`src/rtl/hcg_pkg.sv`:
```
// Shared types, constants and helpers for the heat-to-color gradient block.
// No dependencies; every other file in rtl/ refers to this package.
`timescale 1ns / 1ps

package hcg_pkg;

    // Field widths
    localparam int HEAT_W    = 8;
    localparam int CH_W      = 8;
    localparam int STOP_W    = 32;
    localparam int PIX_W     = 32;
    localparam int CNT_W     = 3;
    localparam int CFG_IDX_W = 3;
    localparam int NUM_CH    = 3;
    localparam int PROD_W    = 2 * CH_W;

    // Largest number of stops the register map can address
    localparam int MAX_STOPS_DEF = 7;

    // Register map
    localparam logic [CFG_IDX_W-1:0] REG_STOP_COUNT = 3'd0;
    localparam logic [CFG_IDX_W-1:0] REG_STOP_BASE  = 3'd1;

    localparam logic [CNT_W-1:0]  STOP_COUNT_RST = 3'd7;
    localparam logic [CH_W-1:0]   ALPHA_OPAQUE   = 8'hFF;
    localparam logic [HEAT_W-1:0] IDX_FIRST      = 8'h00;
    localparam logic [HEAT_W-1:0] IDX_LAST       = 8'hFF;

    // Default palette, black through red and yellow to white
    localparam logic [STOP_W-1:0] STOP_RST [MAX_STOPS_DEF] = '{
        32'h0000_0000, 32'h202D_0000, 32'h5096_0000, 32'h88FF_2D00,
        32'hC0FF_A000, 32'hE8FF_F550, 32'hFFFF_FFFF
    };

    // Word moving through the segment search cells
    typedef struct packed {
        logic [HEAT_W-1:0] heat;
        logic [STOP_W-1:0] stop_a;
        logic [STOP_W-1:0] stop_b;
    } seg_t;

    // One color channel inside the divider cells
    typedef struct packed {
        logic [PROD_W-1:0] rem;
        logic [CH_W-1:0]   quo;
        logic [CH_W-1:0]   base;
        logic              neg;
    } lane_t;

    // Word moving through the divider cells; lane 0 is blue, 2 is red
    typedef struct packed {
        logic [HEAT_W-1:0]       span;
        lane_t [NUM_CH-1:0]      lane;
    } div_t;

    function automatic logic [HEAT_W-1:0] stop_idx(input logic [STOP_W-1:0] s);
        return s[STOP_W-1 -: HEAT_W];
    endfunction

endpackage

```
`src/rtl/hcg_if.sv`:
```
// Valid/ready channel interfaces for the heat-to-color gradient block.
// Depends on hcg_pkg for field widths.
`timescale 1ns / 1ps

// Heat sample channel
interface hcg_heat_if;
    logic                       valid;
    logic                       ready;
    logic [hcg_pkg::HEAT_W-1:0] heat;

    modport source (output valid, output heat, input ready);
    modport sink   (input valid, input heat, output ready);
endinterface

// Color result channel
interface hcg_color_if;
    logic                      valid;
    logic                      ready;
    logic [hcg_pkg::PIX_W-1:0] pixel;
    logic                      stops_invalid;

    modport source (output valid, output pixel, output stops_invalid, input ready);
    modport sink   (input valid, input pixel, input stops_invalid, output ready);
endinterface

// Configuration write channel
interface hcg_cfg_if;
    logic                          valid;
    logic                          ready;
    logic [hcg_pkg::CFG_IDX_W-1:0] index;
    logic [hcg_pkg::STOP_W-1:0]    data;

    modport source (output valid, output index, output data, input ready);
    modport sink   (input valid, input index, input data, output ready);
endinterface

```
`src/rtl/hcg_seg_cell.sv`:
```
// Segment search cell: checks one stop against the heat value and keeps the
// bracketing pair when it qualifies. Depends on hcg_pkg.
`timescale 1ns / 1ps

module hcg_seg_cell (
    input  logic                       clk,
    input  logic                       rst_n,
    input  logic                       up_valid,
    output logic                       up_ready,
    input  hcg_pkg::seg_t              up_data,
    input  logic [hcg_pkg::STOP_W-1:0] cur_stop,
    input  logic [hcg_pkg::STOP_W-1:0] nxt_stop,
    input  logic                       in_use,
    output logic                       dn_valid,
    input  logic                       dn_ready,
    output hcg_pkg::seg_t              dn_data
);

    logic          vld_reg;
    hcg_pkg::seg_t data_reg;
    hcg_pkg::seg_t data_next;

    assign up_ready = !vld_reg || dn_ready;
    assign dn_valid = vld_reg;
    assign dn_data  = data_reg;

    // Later cells override earlier ones: last stop at or below heat wins
    always_comb
    begin
        data_next = up_data;
        if (in_use && (hcg_pkg::stop_idx(cur_stop) <= up_data.heat))
        begin
            data_next.stop_a = cur_stop;
            data_next.stop_b = nxt_stop;
        end
    end

    always_ff @(posedge clk or negedge rst_n)
    begin
        if (!rst_n)
        begin
            vld_reg <= 1'b0;
        end
        else if (up_ready)
        begin
            vld_reg <= up_valid;
        end
    end

    always_ff @(posedge clk)
    begin
        if (up_ready && up_valid)
        begin
            data_reg <= data_next;
        end
    end

endmodule

```
`src/rtl/hcg_div_cell.sv`:
```
// Divider cell: one restoring-division step (one quotient bit) for all three
// color channels. Depends on hcg_pkg.
`timescale 1ns / 1ps

module hcg_div_cell #(
    parameter int BIT = 0
) (
    input  logic          clk,
    input  logic          rst_n,
    input  logic          up_valid,
    output logic          up_ready,
    input  hcg_pkg::div_t up_data,
    output logic          dn_valid,
    input  logic          dn_ready,
    output hcg_pkg::div_t dn_data
);

    logic                         vld_reg;
    hcg_pkg::div_t                data_reg;
    hcg_pkg::div_t                data_next;
    logic [hcg_pkg::PROD_W-1:0]   shifted;

    assign up_ready = !vld_reg || dn_ready;
    assign dn_valid = vld_reg;
    assign dn_data  = data_reg;

    // Subtract the shifted divisor where it fits and set this quotient bit
    always_comb
    begin
        data_next = up_data;
        shifted   = hcg_pkg::PROD_W'(up_data.span) << BIT;
        for (int c = 0; c < hcg_pkg::NUM_CH; c++)
        begin
            if (up_data.lane[c].rem >= shifted)
            begin
                data_next.lane[c].rem      = up_data.lane[c].rem - shifted;
                data_next.lane[c].quo[BIT] = 1'b1;
            end
        end
    end

    always_ff @(posedge clk or negedge rst_n)
    begin
        if (!rst_n)
        begin
            vld_reg <= 1'b0;
        end
        else if (up_ready)
        begin
            vld_reg <= up_valid;
        end
    end

    always_ff @(posedge clk)
    begin
        if (up_ready && up_valid)
        begin
            data_reg <= data_next;
        end
    end

endmodule

```
`src/rtl/heat_to_color_gradient.sv`:
```
// Top level of the heat-to-color gradient block: stop registers, segment
// search cells, channel prep, divider cells and the output register.
// Depends on hcg_pkg, hcg_if, hcg_seg_cell and hcg_div_cell.
`timescale 1ns / 1ps

// Maps an 8-bit heat word to an opaque ARGB pixel by linear interpolation
// between the configured gradient stops. One heat word is taken every cycle
// unless a stalled output has backed the pipeline up to the input. The depth
// is set by MAX_STOPS - 1 segment search cells, one channel prep stage,
// eight divider cells (one quotient bit each) and the output register.
// Each stage holds its word independently, so a stalled output
// only backs up the pipeline as it fills. When the stops are invalid (fewer
// than two, first index not 0, last not 255, indices not strictly rising) the
// pixel is zero and stops_invalid is set. Stops may be rewritten only while
// no words are in flight; cfg.ready is always high.

module heat_to_color_gradient #(
    parameter int MAX_STOPS = hcg_pkg::MAX_STOPS_DEF
) (
    input  logic                clk,
    input  logic                rst_n,
    hcg_heat_if.sink            sample,
    hcg_color_if.source         color,
    hcg_cfg_if.sink             cfg
);

    localparam int SEG_CELLS = MAX_STOPS - 1;
    localparam int DIV_CELLS = hcg_pkg::CH_W;

    // Configuration registers
    logic [hcg_pkg::CNT_W-1:0]  stop_count_reg;
    logic [hcg_pkg::STOP_W-1:0] stop_reg [MAX_STOPS];
    logic                       stops_ok_reg;
    logic                       stops_ok_next;

    assign cfg.ready = 1'b1;

    always_ff @(posedge clk or negedge rst_n)
    begin
        if (!rst_n)
        begin
            stop_count_reg <= hcg_pkg::STOP_COUNT_RST;
            for (int k = 0; k < MAX_STOPS; k++)
            begin
                stop_reg[k] <= hcg_pkg::STOP_RST[k];
            end
        end
        else if (cfg.valid)
        begin
            if (cfg.index == hcg_pkg::REG_STOP_COUNT)
            begin
                stop_count_reg <= cfg.data[hcg_pkg::CNT_W-1:0];
            end
            for (int k = 0; k < MAX_STOPS; k++)
            begin
                if (cfg.index == hcg_pkg::REG_STOP_BASE + hcg_pkg::CFG_IDX_W'(k))
                begin
                    stop_reg[k] <= cfg.data;
                end
            end
        end
    end

    // Stop table check, registered; the user changes the table only while idle, which the block does not enforce
    always_comb
    begin
        stops_ok_next = (stop_count_reg >= 3'd2) &&
                        (stop_count_reg <= hcg_pkg::CNT_W'(MAX_STOPS)) &&
                        (hcg_pkg::stop_idx(stop_reg[0]) == hcg_pkg::IDX_FIRST);
        for (int k = 0; k < MAX_STOPS; k++)
        begin
            if ((stop_count_reg == hcg_pkg::CNT_W'(k + 1)) &&
                (hcg_pkg::stop_idx(stop_reg[k]) != hcg_pkg::IDX_LAST))
            begin
                stops_ok_next = 1'b0;
            end
        end
        for (int k = 0; k < MAX_STOPS - 1; k++)
        begin
            if ((hcg_pkg::CNT_W'(k + 1) < stop_count_reg) &&
                (hcg_pkg::stop_idx(stop_reg[k + 1]) <= hcg_pkg::stop_idx(stop_reg[k])))
            begin
                stops_ok_next = 1'b0;
            end
        end
    end

    always_ff @(posedge clk or negedge rst_n)
    begin
        if (!rst_n)
        begin
            stops_ok_reg <= 1'b0;
        end
        else
        begin
            stops_ok_reg <= stops_ok_next;
        end
    end

    // Segment search cells
    logic          seg_vld  [SEG_CELLS + 1];
    logic          seg_rdy  [SEG_CELLS + 1];
    hcg_pkg::seg_t seg_data [SEG_CELLS + 1];

    assign seg_vld[0]         = sample.valid;
    assign seg_data[0].heat   = sample.heat;
    assign seg_data[0].stop_a = '0;
    assign seg_data[0].stop_b = '0;
    assign sample.ready       = seg_rdy[0];

    for (genvar k = 0; k < SEG_CELLS; k++)
    begin : g_seg
        hcg_seg_cell u_cell (
            .clk      (clk),
            .rst_n    (rst_n),
            .up_valid (seg_vld[k]),
            .up_ready (seg_rdy[k]),
            .up_data  (seg_data[k]),
            .cur_stop (stop_reg[k]),
            .nxt_stop (stop_reg[k + 1]),
            .in_use   (hcg_pkg::CNT_W'(k + 1) < stop_count_reg),
            .dn_valid (seg_vld[k + 1]),
            .dn_ready (seg_rdy[k + 1]),
            .dn_data  (seg_data[k + 1])
        );
    end

    // Channel prep: offset, distance, |second - first| * offset per channel
    logic                        prep_vld_reg;
    hcg_pkg::div_t               prep_reg;
    hcg_pkg::div_t               prep_next;
    logic                        prep_rdy;
    logic [hcg_pkg::HEAT_W-1:0]  offset;
    logic [hcg_pkg::CH_W-1:0]    ca;
    logic [hcg_pkg::CH_W-1:0]    cb;
    logic [hcg_pkg::CH_W-1:0]    mag;
    logic                        div_rdy [DIV_CELLS + 1];

    assign prep_rdy           = !prep_vld_reg || div_rdy[0];
    assign seg_rdy[SEG_CELLS] = prep_rdy;

    always_comb
    begin
        offset = seg_data[SEG_CELLS].heat - hcg_pkg::stop_idx(seg_data[SEG_CELLS].stop_a);
        prep_next.span = hcg_pkg::stop_idx(seg_data[SEG_CELLS].stop_b)
                       - hcg_pkg::stop_idx(seg_data[SEG_CELLS].stop_a);
        ca  = '0;
        cb  = '0;
        mag = '0;
        for (int c = 0; c < hcg_pkg::NUM_CH; c++)
        begin
            ca  = seg_data[SEG_CELLS].stop_a[c * hcg_pkg::CH_W +: hcg_pkg::CH_W];
            cb  = seg_data[SEG_CELLS].stop_b[c * hcg_pkg::CH_W +: hcg_pkg::CH_W];
            mag = (cb < ca) ? (ca - cb) : (cb - ca);
            prep_next.lane[c].neg  = (cb < ca);
            prep_next.lane[c].base = ca;
            prep_next.lane[c].quo  = '0;
            prep_next.lane[c].rem  = hcg_pkg::PROD_W'(mag) * hcg_pkg::PROD_W'(offset);
        end
    end

    always_ff @(posedge clk or negedge rst_n)
    begin
        if (!rst_n)
        begin
            prep_vld_reg <= 1'b0;
        end
        else if (prep_rdy)
        begin
            prep_vld_reg <= seg_vld[SEG_CELLS];
        end
    end

    always_ff @(posedge clk)
    begin
        if (prep_rdy && seg_vld[SEG_CELLS])
        begin
            prep_reg <= prep_next;
        end
    end

    // Divider cells, most significant quotient bit first
    logic          div_vld  [DIV_CELLS + 1];
    hcg_pkg::div_t div_data [DIV_CELLS + 1];

    assign div_vld[0]  = prep_vld_reg;
    assign div_data[0] = prep_reg;

    for (genvar j = 0; j < DIV_CELLS; j++)
    begin : g_div
        hcg_div_cell #(
            .BIT (DIV_CELLS - 1 - j)
        ) u_cell (
            .clk      (clk),
            .rst_n    (rst_n),
            .up_valid (div_vld[j]),
            .up_ready (div_rdy[j]),
            .up_data  (div_data[j]),
            .dn_valid (div_vld[j + 1]),
            .dn_ready (div_rdy[j + 1]),
            .dn_data  (div_data[j + 1])
        );
    end

    // Output register: first +/- quotient, truncated toward zero
    logic                       out_vld_reg;
    logic [hcg_pkg::PIX_W-1:0]  pixel_reg;
    logic [hcg_pkg::PIX_W-1:0]  pixel_next;
    logic                       invalid_reg;
    logic                       out_rdy;
    logic [hcg_pkg::CH_W-1:0]   chan;

    assign out_rdy              = !out_vld_reg || color.ready;
    assign div_rdy[DIV_CELLS]   = out_rdy;
    assign color.valid          = out_vld_reg;
    assign color.pixel          = pixel_reg;
    assign color.stops_invalid  = invalid_reg;

    always_comb
    begin
        pixel_next = '0;
        chan       = '0;
        pixel_next[hcg_pkg::PIX_W-1 -: hcg_pkg::CH_W] = hcg_pkg::ALPHA_OPAQUE;
        for (int c = 0; c < hcg_pkg::NUM_CH; c++)
        begin
            chan = div_data[DIV_CELLS].lane[c].neg
                 ? div_data[DIV_CELLS].lane[c].base - div_data[DIV_CELLS].lane[c].quo
                 : div_data[DIV_CELLS].lane[c].base + div_data[DIV_CELLS].lane[c].quo;
            pixel_next[c * hcg_pkg::CH_W +: hcg_pkg::CH_W] = chan;
        end
        if (!stops_ok_reg)
        begin
            pixel_next = '0;
        end
    end

    always_ff @(posedge clk or negedge rst_n)
    begin
        if (!rst_n)
        begin
            out_vld_reg <= 1'b0;
        end
        else if (out_rdy)
        begin
            out_vld_reg <= div_vld[DIV_CELLS];
        end
    end

    always_ff @(posedge clk)
    begin
        if (out_rdy && div_vld[DIV_CELLS])
        begin
            pixel_reg   <= pixel_next;
            invalid_reg <= !stops_ok_reg;
        end
    end

endmodule

```
`src/flat_wrapper.sv`:
```
// flat-port wrapper written by rule: the top's interface ports become plain ports
module heat_to_color_gradient_flat 
#(
    parameter int MAX_STOPS = hcg_pkg::MAX_STOPS_DEF
)
  (clk, rst_n, sample_valid, sample_heat, sample_ready, color_valid, color_pixel, color_stops_invalid, color_ready, cfg_valid, cfg_index, cfg_data, cfg_ready);
  hcg_heat_if sample_i ();
  hcg_color_if color_i ();
  hcg_cfg_if cfg_i ();
  input  logic clk;
  input  logic rst_n;
  input wire logic [$bits(sample_i.valid)-1:0] sample_valid;
  input wire logic [$bits(sample_i.heat)-1:0] sample_heat;
  output wire logic [$bits(sample_i.ready)-1:0] sample_ready;
  output wire logic [$bits(color_i.valid)-1:0] color_valid;
  output wire logic [$bits(color_i.pixel)-1:0] color_pixel;
  output wire logic [$bits(color_i.stops_invalid)-1:0] color_stops_invalid;
  input wire logic [$bits(color_i.ready)-1:0] color_ready;
  input wire logic [$bits(cfg_i.valid)-1:0] cfg_valid;
  input wire logic [$bits(cfg_i.index)-1:0] cfg_index;
  input wire logic [$bits(cfg_i.data)-1:0] cfg_data;
  output wire logic [$bits(cfg_i.ready)-1:0] cfg_ready;
  assign sample_i.valid = sample_valid;
  assign sample_i.heat = sample_heat;
  assign sample_ready = sample_i.ready;
  assign color_valid = color_i.valid;
  assign color_pixel = color_i.pixel;
  assign color_stops_invalid = color_i.stops_invalid;
  assign color_i.ready = color_ready;
  assign cfg_i.valid = cfg_valid;
  assign cfg_i.index = cfg_index;
  assign cfg_i.data = cfg_data;
  assign cfg_ready = cfg_i.ready;
  heat_to_color_gradient #(.MAX_STOPS(MAX_STOPS)) u_core (.clk(clk), .rst_n(rst_n), .sample(sample_i), .color(color_i), .cfg(cfg_i));
endmodule
```
`config.mk`:
```
export PLATFORM = sky130hd
export DESIGN_NAME = heat_to_color_gradient_flat
export DESIGN_NICKNAME = d
export VERILOG_FILES = /design/src/rtl/hcg_pkg.sv /design/src/rtl/hcg_if.sv /design/src/rtl/hcg_seg_cell.sv /design/src/rtl/hcg_div_cell.sv /design/src/rtl/heat_to_color_gradient.sv /design/src/flat_wrapper.sv
export SDC_FILE = /design/constraint.sdc
export NUM_CORES = 2
export LEC_CHECK = 0
export ABC_AREA = 0
export BUFFER_PORTS_ARGS = -buffer_cell sky130_fd_sc_hd__buf_2
export CAP_MARGIN = 20
export CORE_UTILIZATION = 64
export CTS_CLUSTER_SIZE = 28
export DETAILED_ROUTE_END_ITERATION = 16
export PLACE_DENSITY = 0.91
export RECOVER_POWER = 100
export SLEW_MARGIN = 10
export SYNTH_ARGS = -nofsm -noshare
export SYNTH_HDL_FRONTEND = slang
export SYNTH_SLANG_ARGS = --single-unit
```
`constraint.sdc`:
```
create_clock -name clk -period 7.5 [get_ports clk]
set_input_delay 0.75 -clock clk [delete_from_list [all_inputs] [get_ports clk]]
set_output_delay 0.75 -clock clk [all_outputs]
set_load 0.02 [all_outputs]
```
==> metrics <==
outcome=complete, but fails checks; violated checks=capacitance limit, slew limit; top cell type's share of synthesized area=0.504; num rows=about 130; Die H=around 340 um; largest cells by area after synthesis=edfxtp_1 50%, ha_1 8.0%, mux2_2 7.9%; Slew Limit Fails=between 1500 and 2000; Layout area overhead=9.48%; most frequent cells in the layout=1257 x edfxtp_1, 487 x inv_1, 479 x mux2_2, 479 x ha_1, 405 x nor2_1; Hold WC Path Type=input pin to flop; RSZ-0062 raised after global routing=no; worst r2r path cells=23; Critical Path RT=about 8 ns; CTS tree=built; drt via density=between 6 and 7; most common cell after layout, fill and taps aside=edfxtp_1; Final ANT Viol Nets=0; Crit path largest cell delay=0.58 ns; Root Driver=clkbuf_16; R2R setup slack=0.33 ns; Core Area=approximately 120000 um^2; cell count after synthesis=about 5700; top-level port count=84; final setup fails=0; crit path DAT=7.70 ns; Most used DFF post-synth=edfxtp_1; DRC viols=0; nets=~6500; clk sink count=1501; number of global-route vias before repair=~47000; Max Cap Viol=37; worst-margin pin slew=5.60 ns; routed vias=~45000; Syn Area/Cell=13.3 um^2; die area=~120000 um^2; Post-synth ARST share=0.163; clk buf depth=3; top achievable clock speed=140 MHz; Mapped Area=around 75000 um^2; hold path start=sample_heat[4]; hold path depth=1; I/O Buffers=82; Setup Crit Path Kind=flop to flop; Tmin final=7.17 ns; Total GRT Usage=0.275; Clk Latency, worst-skew pair=~0.79 ns; DR pass1 iterations=9; relative slew slack=-2.73; Setup crit end kind=flop; final wirelength=between 150000 and 200000 um; Hold Worst Slack=0.148 ns; chip width=about 340 um; number of synthesized flops with an enable pin=~1300; Synthesized Nets=~6300; cts bufs inserted=about 150; RePlAce Congestion=between 0.9 and 1; hpwl dp=roughly 110000 um; Layout Skew=between 0.02 and 0.03 ns; initial antenna violation count=5; fill cell count=7271; R2R Path End=u_core.div_data[888]; largest net degree at the start of global routing=between 150 and 200; layout cells sized above 1=0.158; Slowest-stage cell, CP=fa_1; DRT iter0 DRCs=around 3300; max FFs per register=716; # Post-CTS Setup Buffers=0; M3 GR Usage=0.0426; largest fanout on the critical path=8; total gr overflow=0; Cell Chain, Critical Path=inv_1, ha_1, inv_1, fa_1, a211oi_1, o21ai_1, o21ai_2, mux2_2, o221ai_1, xnor2_1, nor2_1, fa_1, fa_1, fa_1, fa_1, ha_1, o21a_1, o21ai_0, nand2_1, nand3_1, o21ai_0, or4_1, and3_1; Final Hold Viols=0; global-route wire length before repair=roughly 250000 um; setup total negative slack=0 ns; busiest grt layer=met2; synth warn=0; number of distinct library cells after synthesis=78; met2 Use GR=0.485; CP Buf/Inv Count=2; WL/cell=between 20 and 25 um; Hold Crit Endpoint=u_core.g_seg[0].u_cell.dn_data[68]; r2r startpoint=u_core.g_seg[5].u_cell.dn_data[0]; Initial Util=0.645; Reg clk slew, reported paths=0.06 ns; startpoint type of the worst setup path=flop; CP delay by family, top=adder cells; Synth Register Bits=~1500; fin crit share=0.955; crit-path most repeated cell=fa_1; met1 Track Usage GR=0.318; H-tree levels=4; largest area contributor in the netlist=edfxtp_1; register area share after synthesis=0.587
-- cell usage after synthesis (28+ instances only) --
library cell and number:
a21o_1 61, a21oi_1 258, a31oi_1 34, and2_1 83
clkbuf_1 126, dfrtp_1 152, dfstp_2 92, edfxtp_1 1257
fa_1 140, ha_1 479, inv_1 486, mux2_2 525
mux2i_1 33, nand2_1 223, nand2b_1 56, nand3_1 43
nand4_1 50, nor2_1 405, nor2b_1 86, nor3_1 94
nor4_1 36, o21a_1 71, o21ai_0 256, o31ai_1 33
or2_2 59, or3_1 28, xnor2_1 123, xor2_1 100
-- cells by family after synthesis --
logic type,Yosys count,synth area share
AOI/OAI and AO/OA,875,0.0716
xor gates and xnor gates,223,0.0261
adders and majority gates,619,0.117
buffers and inverters,627,0.0320
DFF,1501,0.587
muxes,558,0.0833
other,1,0.0000500
and+or+nand+nor,1247,0.0829
-- per-stage QoR --
stage                     instances  setup slack, ns  instance area [um^2]   util
after floorplan                5651            0.246                 74900      -
after global placement         7162            0.547                 77300  0.665
after detailed placement       7162            0.403                 77300  0.665
after CTS                      7440            0.340                 82300  0.708
after global routing           7445          0.00150                 82000  0.706
final                          7445            0.335                 82000  0.706
-- worst max-delay path by stage --
stage / end / slack (ns) / start / cells past startpoint
after floorplan: u_core.g_seg[5].u_cell.dn_data[0] / 0.25 / color_ready / 5
after global placement: u_core.div_data[888] / 0.55 / u_core.g_seg[5].u_cell.dn_data[0] / 23
after detailed placement: u_core.div_data[888] / 0.40 / u_core.g_seg[5].u_cell.dn_data[0] / 23
after CTS: u_core.div_data[921] / 0.34 / u_core.g_seg[5].u_cell.dn_data[8] / 26
after global routing: u_core.div_data[888] / 0.001 / u_core.g_seg[5].u_cell.dn_data[0] / 23
final: u_core.div_data[888] / 0.33 / u_core.g_seg[5].u_cell.dn_data[0] / 23
-- metal layers --
metal / routed length [um] / vias up / part of all wire
met5: 0 / - / 0
met4: 9150 / 0 / 0.057
met3: 8790 / 532 / 0.055
met2: 82400 / 1839 / 0.51
met1: 60800 / 22187 / 0.38
li1: - / 20820 / -
-- worst reg2reg max path: cells and delay by family, from the launching register on --
kind | cells | cell delay [ns]
AO/OA/AOI/OAI | 7 | 1.66
adder cells (fa/ha/maj) | 7 | 2.94
buffers and inverters | 2 | 0.15
XOR/XNOR | 1 | 0.37
flip-flops | 1 | 0.39
AND/OR/NAND/NOR | 5 | 1.00
multiplexers | 1 | 0.43
-- repair_timing --
| item | in CTS | in global routing |
|---|---|---|
| endpoints found under the hold margin | 22 | 0 |
| hold buffers | 1 | 0 |
| endpoints found under the setup margin | 0 | 2 |
| resized for setup | 0 | 2 |
-- final cells by class --
type | instances | area, um^2 | share of cell area
clock inverters | 85 | 963 | 0.0117
inverters | 487 | 1830 | 0.0223
repair buffers | 130 | 617 | 0.00752
flip-flops and latches | 1501 | 44000 | 0.536
clock buffers | 192 | 4070 | 0.0497
diodes | 3 | 7.51 | 0.0000915
multi-input cells | 3523 | 28700 | 0.350
well taps | 1524 | 1910 | 0.0232
Power is left out: the tool's default activity adds up to more than one toggle a clock period on the data nets, which glitch-free logic cannot reach.
